<file path="src/design/pcbp_pkg.sv">
package pcbp_pkg;

  // Alphabet and byte geometry.
  localparam int NUM_SYMBOLS       = 29;
  localparam int BYTE_BITS         = 8;
  localparam int STORE_LEN_LIMIT   = 16;
  localparam int PCBP_MAX_CODE_LEN = 16;
  localparam int SYM_W             = 5;
  localparam int PEND_W            = BYTE_BITS - 1;
  localparam int PCNT_W            = 3;

  // Symbol codes for the punctuation marks.
  localparam logic [SYM_W-1:0] SYM_SPACE  = 5'd26;
  localparam logic [SYM_W-1:0] SYM_COMMA  = 5'd27;
  localparam logic [SYM_W-1:0] SYM_PERIOD = 5'd28;

  // Character bytes that map into the alphabet.
  localparam logic [7:0] CHAR_LOWER_A = 8'h61;
  localparam logic [7:0] CHAR_LOWER_Z = 8'h7a;
  localparam logic [7:0] CHAR_SPACE   = 8'h20;
  localparam logic [7:0] CHAR_COMMA   = 8'h2c;
  localparam logic [7:0] CHAR_PERIOD  = 8'h2e;

  typedef enum logic [1:0] {
    CMD_LOAD   = 2'd0,
    CMD_ENCODE = 2'd1,
    CMD_FINISH = 2'd2
  } cmd_t;

  typedef enum logic [1:0] {
    STAT_DATA    = 2'd0,
    STAT_OUTSIDE = 2'd1,
    STAT_NO_CODE = 2'd2
  } status_t;

  // Lookup result of a character: a hit flag and the symbol code.
  typedef struct packed {
    logic             ok;
    logic [SYM_W-1:0] idx;
  } sym_lookup_t;

  function automatic sym_lookup_t pcbp_symbol(input logic [7:0] ch);
    sym_lookup_t res;
    logic [7:0]  diff;
    res  = '0;
    diff = ch - CHAR_LOWER_A;
    if (ch >= CHAR_LOWER_A && ch <= CHAR_LOWER_Z) begin
      res.ok  = 1'b1;
      res.idx = diff[SYM_W-1:0];
    end else if (ch == CHAR_SPACE) begin
      res.ok  = 1'b1;
      res.idx = SYM_SPACE;
    end else if (ch == CHAR_COMMA) begin
      res.ok  = 1'b1;
      res.idx = SYM_COMMA;
    end else if (ch == CHAR_PERIOD) begin
      res.ok  = 1'b1;
      res.idx = SYM_PERIOD;
    end
    return res;
  endfunction

endpackage

</file>
<file path="src/design/pcbp_if.sv">
// Command channel: one word per load, encode or finish command.
interface pcbp_in_if import pcbp_pkg::*; ();
  logic        valid;
  logic        ready;
  logic [1:0]  cmd;
  logic [7:0]  char_in;
  logic [4:0]  entry_index;
  logic [15:0] entry_bits;
  logic [4:0]  entry_length;

  modport source (output valid, cmd, char_in, entry_index, entry_bits, entry_length,
                  input ready);
  modport sink   (input valid, cmd, char_in, entry_index, entry_bits, entry_length,
                  output ready);
endinterface

// Result channel: one packed byte or error report per word.
interface pcbp_out_if import pcbp_pkg::*; ();
  logic       valid;
  logic       ready;
  logic [7:0] out_byte;
  logic [1:0] status;
  logic       last;

  modport source (output valid, out_byte, status, last, input ready);
  modport sink   (input valid, out_byte, status, last, output ready);
endinterface

</file>
<file path="src/design/pcbp_codebook.sv">
module pcbp_codebook import pcbp_pkg::*; #(
  parameter int CODE_W = PCBP_MAX_CODE_LEN,
  parameter int LEN_W  = $clog2(PCBP_MAX_CODE_LEN + 1)
) (
  input  logic              clk,
  input  logic              rst_n,
  input  logic              wr_en,
  input  logic [SYM_W-1:0]  wr_addr,
  input  logic [CODE_W-1:0] wr_bits,
  input  logic [LEN_W-1:0]  wr_len,
  input  logic              rd_en,
  input  logic [SYM_W-1:0]  rd_addr,
  output logic              rd_valid,
  output logic [CODE_W-1:0] rd_bits,
  output logic [LEN_W-1:0]  rd_len
);

  logic [CODE_W-1:0]      bits_mem [NUM_SYMBOLS];
  logic [LEN_W-1:0]       len_mem  [NUM_SYMBOLS];
  logic [NUM_SYMBOLS-1:0] valid_r;
  logic                   rd_valid_r;
  logic [CODE_W-1:0]      rd_bits_r;
  logic [LEN_W-1:0]       rd_len_r;

  // Codeword and length storage, no reset: only read behind a valid mark.
  always_ff @(posedge clk) begin
    if (wr_en) begin
      bits_mem[wr_addr] <= wr_bits;
      len_mem[wr_addr]  <= wr_len;
    end
    if (rd_en) begin
      rd_bits_r <= bits_mem[rd_addr];
      rd_len_r  <= len_mem[rd_addr];
    end
  end

  // Valid marks are cleared at reset and set by each load.
  always_ff @(posedge clk) begin
    if (!rst_n) begin
      valid_r    <= '0;
      rd_valid_r <= 1'b0;
    end else begin
      if (wr_en) begin
        valid_r[wr_addr] <= 1'b1;
      end
      if (rd_en) begin
        rd_valid_r <= valid_r[rd_addr];
      end
    end
  end

  assign rd_valid = rd_valid_r;
  assign rd_bits  = rd_bits_r;
  assign rd_len   = rd_len_r;

endmodule

</file>
<file path="src/design/prefix_code_bit_packer_unit.sv">
// Prefix-code bit packer.
// The in_ch channel carries command words: load writes one codebook slot,
// encode appends the codeword of a character MSB first to the pending
// partial byte, finish pads the pending bits with a 1 and zeros (0x80 when
// nothing is pending) and closes the stream. The out_ch channel carries
// result words: packed bytes, or one error word for a character outside the
// alphabet or a symbol with no codeword; last marks the final word of a
// command. An encode reads the codebook, then a one-bit shifter moves the
// codeword into the byte register one bit per cycle, save where a completed
// byte waits for the output register. A character outside the alphabet goes
// straight to the error word, a symbol with no codeword reaches it after the
// codebook read. in_ch.ready is high only while no command is in work.
// Results sit in one output register; when the receiver stalls, the shifter
// waits at each completed byte until that register frees up.
// Reset clears the codebook valid marks, the pending bits and the output.
module prefix_code_bit_packer_unit import pcbp_pkg::*; #(
  parameter int MAX_CODE_LEN = PCBP_MAX_CODE_LEN
) (
  input  logic        clk,
  input  logic        rst_n,
  pcbp_in_if.sink     in_ch,
  pcbp_out_if.source  out_ch
);

  localparam int CODE_W = (MAX_CODE_LEN < STORE_LEN_LIMIT) ? MAX_CODE_LEN : STORE_LEN_LIMIT;
  localparam int LEN_W  = $clog2(CODE_W + 1);
  localparam int IDX_W  = (CODE_W > 1) ? $clog2(CODE_W) : 1;

  typedef enum logic [2:0] {
    S_IDLE,
    S_CHECK,
    S_SHIFT,
    S_ERR,
    S_FIN
  } state_t;

  state_t             state_r, state_nxt;
  logic [LEN_W-1:0]   cnt_r, cnt_nxt;
  logic [PEND_W-1:0]  pend_r, pend_nxt;
  logic [PCNT_W-1:0]  pcnt_r, pcnt_nxt;
  status_t            err_r, err_nxt;
  logic               out_valid_r, out_valid_nxt;
  logic [7:0]         out_byte_r, out_byte_nxt;
  status_t            out_status_r, out_status_nxt;
  logic               out_last_r, out_last_nxt;

  logic               accept;
  sym_lookup_t        sym;
  logic               wr_en;
  logic [LEN_W-1:0]   len_sat;
  logic [CODE_W-1:0]  bits_masked;
  logic               rd_en;
  logic               rd_valid;
  logic [CODE_W-1:0]  rd_bits;
  logic [LEN_W-1:0]   rd_len;
  logic               out_free;
  logic [LEN_W-1:0]   cnt_m1;
  logic [IDX_W-1:0]   bit_idx;
  logic               code_bit;
  logic [7:0]         fin_ext;
  logic [7:0]         fin_byte;

  assign accept      = in_ch.valid && in_ch.ready;
  assign in_ch.ready = (state_r == S_IDLE);
  assign sym         = pcbp_symbol(in_ch.char_in);
  assign out_free    = !out_valid_r || out_ch.ready;

  // Load path: saturate the length and drop codeword bits above it.
  always_comb begin
    if (in_ch.entry_length > LEN_W'(CODE_W) && 5'(CODE_W) < in_ch.entry_length) begin
      len_sat = LEN_W'(CODE_W);
    end else begin
      len_sat = LEN_W'(in_ch.entry_length);
    end
    for (int i = 0; i < CODE_W; i++) begin
      bits_masked[i] = in_ch.entry_bits[i] && (LEN_W'(i) < len_sat);
    end
  end

  assign wr_en = accept && (cmd_t'(in_ch.cmd) == CMD_LOAD)
                 && (in_ch.entry_index < 5'(NUM_SYMBOLS));
  assign rd_en = accept && (cmd_t'(in_ch.cmd) == CMD_ENCODE) && sym.ok;

  pcbp_codebook #(
    .CODE_W (CODE_W),
    .LEN_W  (LEN_W)
  ) u_codebook (
    .clk      (clk),
    .rst_n    (rst_n),
    .wr_en    (wr_en),
    .wr_addr  (in_ch.entry_index),
    .wr_bits  (bits_masked),
    .wr_len   (len_sat),
    .rd_en    (rd_en),
    .rd_addr  (sym.idx),
    .rd_valid (rd_valid),
    .rd_bits  (rd_bits),
    .rd_len   (rd_len)
  );

  // Next codeword bit, taken MSB first as the count runs down.
  assign cnt_m1   = cnt_r - 1'b1;
  assign bit_idx  = IDX_W'(cnt_m1);
  assign code_bit = rd_bits[bit_idx];

  // Finish byte: pending bits, a 1, then zeros; bits above the count drop out.
  assign fin_ext  = {pend_r, 1'b1};
  assign fin_byte = fin_ext << (3'd7 - pcnt_r);

  // Sequencer.
  always_comb begin
    state_nxt      = state_r;
    cnt_nxt        = cnt_r;
    pend_nxt       = pend_r;
    pcnt_nxt       = pcnt_r;
    err_nxt        = err_r;
    out_valid_nxt  = out_valid_r && !out_ch.ready;
    out_byte_nxt   = out_byte_r;
    out_status_nxt = out_status_r;
    out_last_nxt   = out_last_r;
    case (state_r)
      S_IDLE: begin
        if (accept) begin
          case (cmd_t'(in_ch.cmd))
            CMD_ENCODE: begin
              if (sym.ok) begin
                state_nxt = S_CHECK;
              end else begin
                err_nxt   = STAT_OUTSIDE;
                state_nxt = S_ERR;
              end
            end
            CMD_FINISH: state_nxt = S_FIN;
            default:    state_nxt = S_IDLE;
          endcase
        end
      end
      S_CHECK: begin
        cnt_nxt = rd_len;
        if (!rd_valid) begin
          err_nxt   = STAT_NO_CODE;
          state_nxt = S_ERR;
        end else if (rd_len == '0) begin
          state_nxt = S_IDLE;
        end else begin
          state_nxt = S_SHIFT;
        end
      end
      S_SHIFT: begin
        // A completed byte waits here until the output register is free.
        if (pcnt_r != 3'd7 || out_free) begin
          cnt_nxt = cnt_m1;
          if (pcnt_r == 3'd7) begin
            out_valid_nxt  = 1'b1;
            out_byte_nxt   = {pend_r, code_bit};
            out_status_nxt = STAT_DATA;
            // This byte is the last one when less than a byte of code remains.
            out_last_nxt   = (int'(cnt_r) <= BYTE_BITS);
            pend_nxt       = '0;
            pcnt_nxt       = '0;
          end else begin
            pend_nxt = {pend_r[PEND_W-2:0], code_bit};
            pcnt_nxt = pcnt_r + 1'b1;
          end
          if (cnt_r == LEN_W'(1)) begin
            state_nxt = S_IDLE;
          end
        end
      end
      S_ERR: begin
        if (out_free) begin
          out_valid_nxt  = 1'b1;
          out_byte_nxt   = '0;
          out_status_nxt = err_r;
          out_last_nxt   = 1'b1;
          state_nxt      = S_IDLE;
        end
      end
      S_FIN: begin
        if (out_free) begin
          out_valid_nxt  = 1'b1;
          out_byte_nxt   = fin_byte;
          out_status_nxt = STAT_DATA;
          out_last_nxt   = 1'b1;
          pend_nxt       = '0;
          pcnt_nxt       = '0;
          state_nxt      = S_IDLE;
        end
      end
      default: state_nxt = S_IDLE;
    endcase
  end

  // State and registered outputs.
  always_ff @(posedge clk) begin
    if (!rst_n) begin
      state_r     <= S_IDLE;
      pend_r      <= '0;
      pcnt_r      <= '0;
      out_valid_r <= 1'b0;
    end else begin
      state_r     <= state_nxt;
      pend_r      <= pend_nxt;
      pcnt_r      <= pcnt_nxt;
      out_valid_r <= out_valid_nxt;
    end
    cnt_r        <= cnt_nxt;
    err_r        <= err_nxt;
    out_byte_r   <= out_byte_nxt;
    out_status_r <= out_status_nxt;
    out_last_r   <= out_last_nxt;
  end

  assign out_ch.valid    = out_valid_r;
  assign out_ch.out_byte = out_byte_r;
  assign out_ch.status   = out_status_r;
  assign out_ch.last     = out_last_r;

  // An error word always closes its command and carries a zero byte.
  a_err_word: assert property (@(posedge clk) disable iff (!rst_n)
    out_valid_r && out_status_r != STAT_DATA |-> out_last_r && out_byte_r == '0)
    else $error("error word without last or with nonzero byte");

  // A character outside the alphabet goes straight to error reporting.
  a_outside: assert property (@(posedge clk) disable iff (!rst_n)
    accept && cmd_t'(in_ch.cmd) == CMD_ENCODE && !sym.ok |=> state_r == S_ERR)
    else $error("outside character not reported");

  // The shifter never runs with an empty bit count.
  a_shift_cnt: assert property (@(posedge clk) disable iff (!rst_n)
    state_r == S_SHIFT |-> cnt_r != '0)
    else $error("shift state with zero count");

  // A finish leaves no pending bits behind once its word is out.
  a_fin_clear: assert property (@(posedge clk) disable iff (!rst_n)
    state_r == S_FIN && out_free |=> pcnt_r == '0 && out_valid_r && out_last_r)
    else $error("finish did not clear pending bits");

endmodule

</file>
<file path="src/flat_wrapper.sv">
// flat-port wrapper written by rule: the top's interface ports become plain ports
module prefix_code_bit_packer_unit_flat import pcbp_pkg::*;
#(
  parameter int MAX_CODE_LEN = PCBP_MAX_CODE_LEN
)
  (clk, rst_n, in_ch_valid, in_ch_cmd, in_ch_char_in, in_ch_entry_index, in_ch_entry_bits, in_ch_entry_length, in_ch_ready, out_ch_valid, out_ch_out_byte, out_ch_status, out_ch_last, out_ch_ready);
  pcbp_in_if in_ch_i ();
  pcbp_out_if out_ch_i ();
  input  logic clk;
  input  logic rst_n;
  input wire logic [$bits(in_ch_i.valid)-1:0] in_ch_valid;
  input wire logic [$bits(in_ch_i.cmd)-1:0] in_ch_cmd;
  input wire logic [$bits(in_ch_i.char_in)-1:0] in_ch_char_in;
  input wire logic [$bits(in_ch_i.entry_index)-1:0] in_ch_entry_index;
  input wire logic [$bits(in_ch_i.entry_bits)-1:0] in_ch_entry_bits;
  input wire logic [$bits(in_ch_i.entry_length)-1:0] in_ch_entry_length;
  output wire logic [$bits(in_ch_i.ready)-1:0] in_ch_ready;
  output wire logic [$bits(out_ch_i.valid)-1:0] out_ch_valid;
  output wire logic [$bits(out_ch_i.out_byte)-1:0] out_ch_out_byte;
  output wire logic [$bits(out_ch_i.status)-1:0] out_ch_status;
  output wire logic [$bits(out_ch_i.last)-1:0] out_ch_last;
  input wire logic [$bits(out_ch_i.ready)-1:0] out_ch_ready;
  assign in_ch_i.valid = in_ch_valid;
  assign in_ch_i.cmd = in_ch_cmd;
  assign in_ch_i.char_in = in_ch_char_in;
  assign in_ch_i.entry_index = in_ch_entry_index;
  assign in_ch_i.entry_bits = in_ch_entry_bits;
  assign in_ch_i.entry_length = in_ch_entry_length;
  assign in_ch_ready = in_ch_i.ready;
  assign out_ch_valid = out_ch_i.valid;
  assign out_ch_out_byte = out_ch_i.out_byte;
  assign out_ch_status = out_ch_i.status;
  assign out_ch_last = out_ch_i.last;
  assign out_ch_i.ready = out_ch_ready;
  prefix_code_bit_packer_unit #(.MAX_CODE_LEN(MAX_CODE_LEN)) u_core (.clk(clk), .rst_n(rst_n), .in_ch(in_ch_i), .out_ch(out_ch_i));
endmodule
</file>
<file path="config.mk">
export PLATFORM = sky130hd
export DESIGN_NAME = prefix_code_bit_packer_unit_flat
export DESIGN_NICKNAME = d
export VERILOG_FILES = /design/src/design/pcbp_pkg.sv /design/src/design/pcbp_if.sv /design/src/design/pcbp_codebook.sv /design/src/design/prefix_code_bit_packer_unit.sv /design/src/flat_wrapper.sv
export SDC_FILE = /design/constraint.sdc
export NUM_CORES = 1
export LEC_CHECK = 0
export ABC_CLOCK_PERIOD_IN_PS = 4000
export BUFFER_PORTS_ARGS = -buffer_cell sky130_fd_sc_hd__buf_2
export CORE_UTILIZATION = 35
export DETAILED_ROUTE_END_ITERATION = 7
export PLACE_DENSITY = 0.55
export SYNTH_ARGS = -nofsm -noshare
export SYNTH_HDL_FRONTEND = slang
export SYNTH_HIERARCHICAL = 1
export SYNTH_SLANG_ARGS = --single-unit
</file>
<file path="constraint.sdc">
create_clock -name clk -period 4 [get_ports clk]
set_input_delay 0.6 -clock clk [delete_from_list [all_inputs] [get_ports clk]]
set_output_delay 0.6 -clock clk [all_outputs]
set_load 0.01 [all_outputs]
</file>
Word level (Yosys, flattened, before mapping)
Memories as Yosys holds them, arrays and structs flattened. A register that Yosys moved wholly into a read port is not among the register bits.
Index checks and enable logic that the tools add are counted.
Operators by class
  reduce and logical (&&, ||, !) cells: 44
  shift operators: 1
  multiplexer cells: 54
  equality and inequality tests: 22
  bitwise operators: 1
  $lt $le $gt $ge: 26
  $add $sub $neg: 4
Operators with widths (number)
  $lt A4 B5 Y1 const A: 8
  $mux W8: 4
  $or A29 B29 Y29: 1
  $logic_and A1 B1 Y1: 25
  $eq A8 B6 Y1 const B: 3
  $mux W6: 4
  $pmux W8 S3: 1
  $mux W3: 7
  $mux W7: 3
  $lt A3 B5 Y1 const A: 4
  $mux W2: 10
  $pmux W7 S2: 1
  $lt A5 B6 Y1 const B: 2
  $ne A2 B1 Y1 const B: 6
  $pmux W3 S2: 2
  $pmux W3 S4: 1
  $mux W1: 11
  $lt A1 B5 Y1 const A: 2
  $lt A2 B5 Y1 const A: 2
  $mux W5: 2
  $pmux W5 S2: 1
  $reduce_and A5 Y1: 2
  $sub A5 B1 Y5 const B: 2
  $ge A8 B7 Y1 const B: 1
  other kinds (35): 47
Storage, ports and cells
  flip-flop bits (word level): 62
  logic and storage cells: 165
  memories: 2
  bits in writable memories: 609
Memories
  u_core.u_codebook.bits_mem: depth 29, width 16, read ports 1, clocked after memory_dff 1, write ports 1, line pcbp_codebook.sv:18  | logic [CODE_W-1:0] bits_mem [NUM_SYMBOLS];
  u_core.u_codebook.len_mem: depth 29, width 5, read ports 1, clocked after memory_dff 1, write ports 1, line pcbp_codebook.sv:19  | logic [LEN_W-1:0] len_mem [NUM_SYMBOLS];

Longest topological paths before layout
  depth in word-level cells: 9
  depth in mapped cells: 14
  gate-level depth less buffers: 11

By module
Netlist, hierarchy kept.
By module, submodules not included
  pcbp_codebook: area an instance 25071.5 sq um, times used 1, cells each 1063, seq. area each 19518.7 sq um
  prefix_code_bit_packer_unit: area an instance 2399.8 sq um, times used 1, cells each 278, seq. area each 820.8 sq um

Worst setup path after synthesis
No wires, ideal clock.
  path type: input port to flip-flop
  start: input in_ch_char_in[0]
  end: register u_core.u_codebook.rd_valid_r (netlist: u_core/u_codebook/rd_valid)
  library setup time: 78 ps
  data required time: 3922 ps
  stages on the path: 9
  data arrival time: 3410 ps
  setup slack: 512 ps
  cells stage by stage: inv_1 -> ha_1 -> nand2_1 -> o221ai_1 -> o311ai_1 -> a21o_1 -> nor3_1 -> o21ai_0 -> a31oi_1
On the way
  elaborated cells between the ends (all ways): 14
RTL lines
  from (decl): line flat_wrapper.sv:13  | input wire logic [$bits(in_ch_i.char_in)-1:0] in_ch_char_in;
  $eq A8 B6 Y1: line pcbp_pkg.sv:56  | end else if (ch == CHAR_PERIOD) begin
  $mux W6: line pcbp_pkg.sv:56
  $mux W6: line pcbp_pkg.sv:53  | end else if (ch == CHAR_COMMA) begin
  $mux W6: line pcbp_pkg.sv:50  | end else if (ch == CHAR_SPACE) begin
  $mux W6 (*): line pcbp_pkg.sv:47  | if (ch >= CHAR_LOWER_A && ch <= CHAR_LOWER_Z) begin
  $logic_and A1 B1 Y1 (*): line prefix_code_bit_packer_unit.sv:82  | assign rd_en = accept && (cmd_t'(in_ch.cmd) == CMD_ENCODE) && sym.ok;
  via u_core.rd_en: line prefix_code_bit_packer_unit.sv:52  | logic rd_en;
  to (signal assigned): line pcbp_codebook.sv:47  | rd_valid_r <= valid_r[rd_addr];
  to (decl): line pcbp_codebook.sv:21  | logic rd_valid_r;
The timed path passes the listed nets; every way through them passes the cells marked *. The select of a mux whose other input is x is not followed.
A chain may end at the register's enable or synchronous reset.

==> key figures <==
Place
  • IO buf count: 52
  • Final HPWL DP: between 40000 and 50000 um
  • Pre-CTS setup slack: between 0.07 and 0.08 ns
  • GP Congestion: 0.7917
  • Inst Count DP: 2460

Clocking
  • TritonCTS clock tree: yes
  • Root Driver: clkbuf_16
  • Hold Buf Count CTS: 0
  • Skew-Pair Late Insertion Delay: 0.60 ns
  • Postcts setup bufs: 0
  • H-tree levels: 3
  • CTS buffer count: 75
  • CTS clock-pin slew for the worst setup and hold paths: around 0.060 ns
  • Num Clock Sinks: 692
  • Clk buf depth: 3
  • PostCTS Resize Cnt: 0

Floorplan
  • Core Rows: between 100 and 150
  • Die Ht: 282.2 um
  • I/O Pins: 53
  • Area of the core: around 78000 um^2
  • DIE AREA: 79610 um^2
  • Starting Density: a little over a third
  • Die W: roughly 280 um

Detailed routing
  • Vias per inst: 5.234
  • DR WL/cell: around 25 um
  • DRT antenna net count: 0
  • Final WL: roughly 66000 um
  • Via count: 13560
  • Number of remaining DRC errors: 0
  • DRT Pass-1 Iters: 5
  • Initial drt markers: 1099

Synth
  • Synthesis Warnings: 6
  • Largest family of logic cells by synthesized area: multiplexers
  • Sequential area share after synthesis: between 70% and 80%
  • Mapped Nets: around 1400
  • Mux cell area share after synthesis: 16.59%
  • Mapped Cells: 1341
  • Adder-Cell Fraction of Synth Area: 0.5465%
  • Synth Area in Simple Gates: about 3.1%
  • Area contributors post-synth: edfxtp_1 (71%), mux4_2 (14%), dfxtp_1 (3.2%), mux2i_1 (1.9%), o221ai_2 (1.1%)
  • Top cell type by total area after synthesis: edfxtp_1
  • Post-Synth XOR/XNOR Area: 0.2505%
  • Syn Area/Cell: 20.49 um^2
  • Synth Area in Compound Gates: 3.953%
  • Post-synth ARST share: 0%
  • Cell with the most instances after synthesis: edfxtp_1
  • Ys flop type: edfxtp_1
  • #FFs+latches synth: 692
  • Yosys top cell area share: 70.83%
  • Netlist cell types: 59
  • Post-synth EDFFs: around 650
  • Mapped Area: 27470 um^2
  • Synth cell count leaders: edfxtp_1 (648), mux4_2 (174), nand2_1 (68), mux2i_1 (51), nor2_1 (49)

Global route
  • First-pass GRT wire length: 96490 um
  • Largest net degree at the start of global routing: 49
  • Antenna violations before repair: 0
  • Global-route usage over all layers: 16.89%
  • Vias in the first global route: 14170
  • Total grt overflow: 0

Final layout
  • Non-filler instance count after layout: about 2600
  • Final nets: 1549
  • Area Growth Syn to Fin: 17.08%
  • Layout cell share with drive strength beyond 1: between 30% and 40%
  • Fill cells: 6935

Timing
  • Final period util: 83.76%
  • Max Freq: 298.5 MHz
  • Final setup viols: 0
  • Hold Fails Final Rpt: 0
  • Actual slew at the worst max-slew pin: 1.218 ns
  • Slew Limit Fails: 0
  • Sum of negative setup slack: 0 ns
  • RSZ-0062 raised after global routing: false
  • Rel. slew slack: a little under a fifth
  • Tmin final: about 3.4 ns
  • Final WS setup: 0.6494 ns
  • Final clock skew: 0.02513 ns

Power
  • PwrDens: 473.1 nW/um^2
  • Max VDD drop: ~0.00026 V
  • Leak pwr: 9.982 nW

Worst setup path
  • Worst Path Max Fanout: 18
  • Startpoint types: primary input
  • Critical Path AT: around 3.7 ns
  • WS Path Type: primary input to flop
  • Critical Path RT: around 4.3 ns
  • Reg2reg setup slack: 1.19 ns
  • Setup crit end kind: flop

Status
  • Status: finished clean

Run
  • Max-cap violation count: 0

Min path
  • Hold crit path type: primary input to flop
==> path summary, 6_finish.rpt <==
kind                                                    from                                    endpoint  depth (start not counted)
hold reg to reg   u_core/u_codebook/valid_r[12]$_SDFFE_PN0P_  u_core/u_codebook/valid_r[12]$_SDFFE_PN0P_                          1
hold / removal                                   in_ch_valid              u_core/state_r[0]$_SDFFE_PN0P_                          3
setup / recovery                            in_ch_char_in[0]     u_core/u_codebook/rd_bits[10]$_DFFE_PP_                         13
setup reg to reg              u_core/state_r[0]$_SDFFE_PN0P_  u_core/u_codebook/bits_mem[8][7]$_DFFE_PP_                          5
==> worst max-delay path, cell delays in order <==
cell and delay, ns:
buf_2 0.11, inv_1 0.13, ha_1 0.23, nand2_1 0.07
o221ai_1 0.18, o311ai_1 0.17, nor2_1 0.21, a22o_4 0.36
buf_12 0.24, buf_12 0.20, mux4_2 0.51, mux2i_1 0.48
o221ai_2 0.14
==> per-stage QoR <==
stage                     utilization [%]  area, um^2  power (mW)  hold slack (ns)
after floorplan                         -       27470       8.529           0.4320
after CTS                           41.44       32160       15.37           0.3446
after global placement              38.48       29860       8.792           0.4410
after global routing                41.44       32160       15.67           0.3997
final                               41.45       32160       15.21           0.3802
after detailed placement            38.48       29860       8.807           0.4485
==> sequential cells by signal (all words and copies together) (netlist names) <==
| name | count |
|---|---|
| u_core/err_r | 2 |
| u_core/pend_r | 7 |
| u_core/out_ch.status | 2 |
| u_core/u_codebook/rd_valid | 1 |
| u_core/u_codebook/len_mem | 145 |
| u_core/u_codebook/rd_bits | 16 |
| u_core/out_ch.valid | 1 |
| u_core/u_codebook/rd_len | 5 |
| u_core/u_codebook/valid_r | 29 |
| u_core/cnt_r | 5 |
| u_core/out_ch.out_byte | 8 |
| u_core/pcnt_r | 3 |
| u_core/state_r | 3 |
| u_core/u_codebook/bits_mem | 464 |
| u_core/out_ch.last | 1 |
==> power breakdown <==
part | internal (mW) | switching [mW]
Clock | 3.84 | 2.73
Sequential | 7.96 | 0.0194
Combinational | 0.251 | 0.414
Total | 12.1 | 3.16
==> placed cells by master, fill, tap and decap left out, types with 7 or more instances in the layout <==
cell         n
nand3b_1     7
nand2_1     68
mux4_2     174
nand2b_1     7
nor2_1      20
inv_1       11
o21ai_0     24
a21oi_1      7
edfxtp_1   648
mux2i_1     51
ha_1        12
clkinv_1    16
nor2_2      29
dfxtp_1     44
buf_4       74
clkinv_2    10
buf_12      24
o221ai_2    21
nand3_1     13
o21a_1      36
buf_2       52
nor2b_2      8
clkbuf_1    16
clkbuf_16   79
==> final cells by class <==
cell class	count	area (um^2)	share of cell area [%]
timing repair buffer	150	1296	4.030
antenna	2	5.005	0.01556
sequential	692	20340	63.24
clock inverter	34	261.5	0.8131
inverter	11	41.29	0.1284
multi-input combinational	567	6880	21.39
clock buffer	95	2037	6.333
tap	1040	1301	4.046
==> metal layers <==
metal	share of wire, %	GRT usage [%]	vias up	wire length (um)
li1	-	-	5860	-
met1	43	22.71	7337	28320
met2	51	28.63	293	33380
met3	4.4	2.354	71	2929
met4	1.8	4.754	0	1212
met5	0	0	-	0
==> cell families (layout without fill, tap and decap cells) <==
family | Yosys count | in the layout
adders and majority gates | 12 | 12
other | 0 | 2
and+or+nand+nor | 185 | 185
xor gates and xnor gates | 7 | 7
AOI/OAI and AO/OA | 132 | 132
buffers and inverters | 82 | 290
muxes | 231 | 231
DFF | 692 | 692
Note: power is estimated with default switching activity, not from simulation.
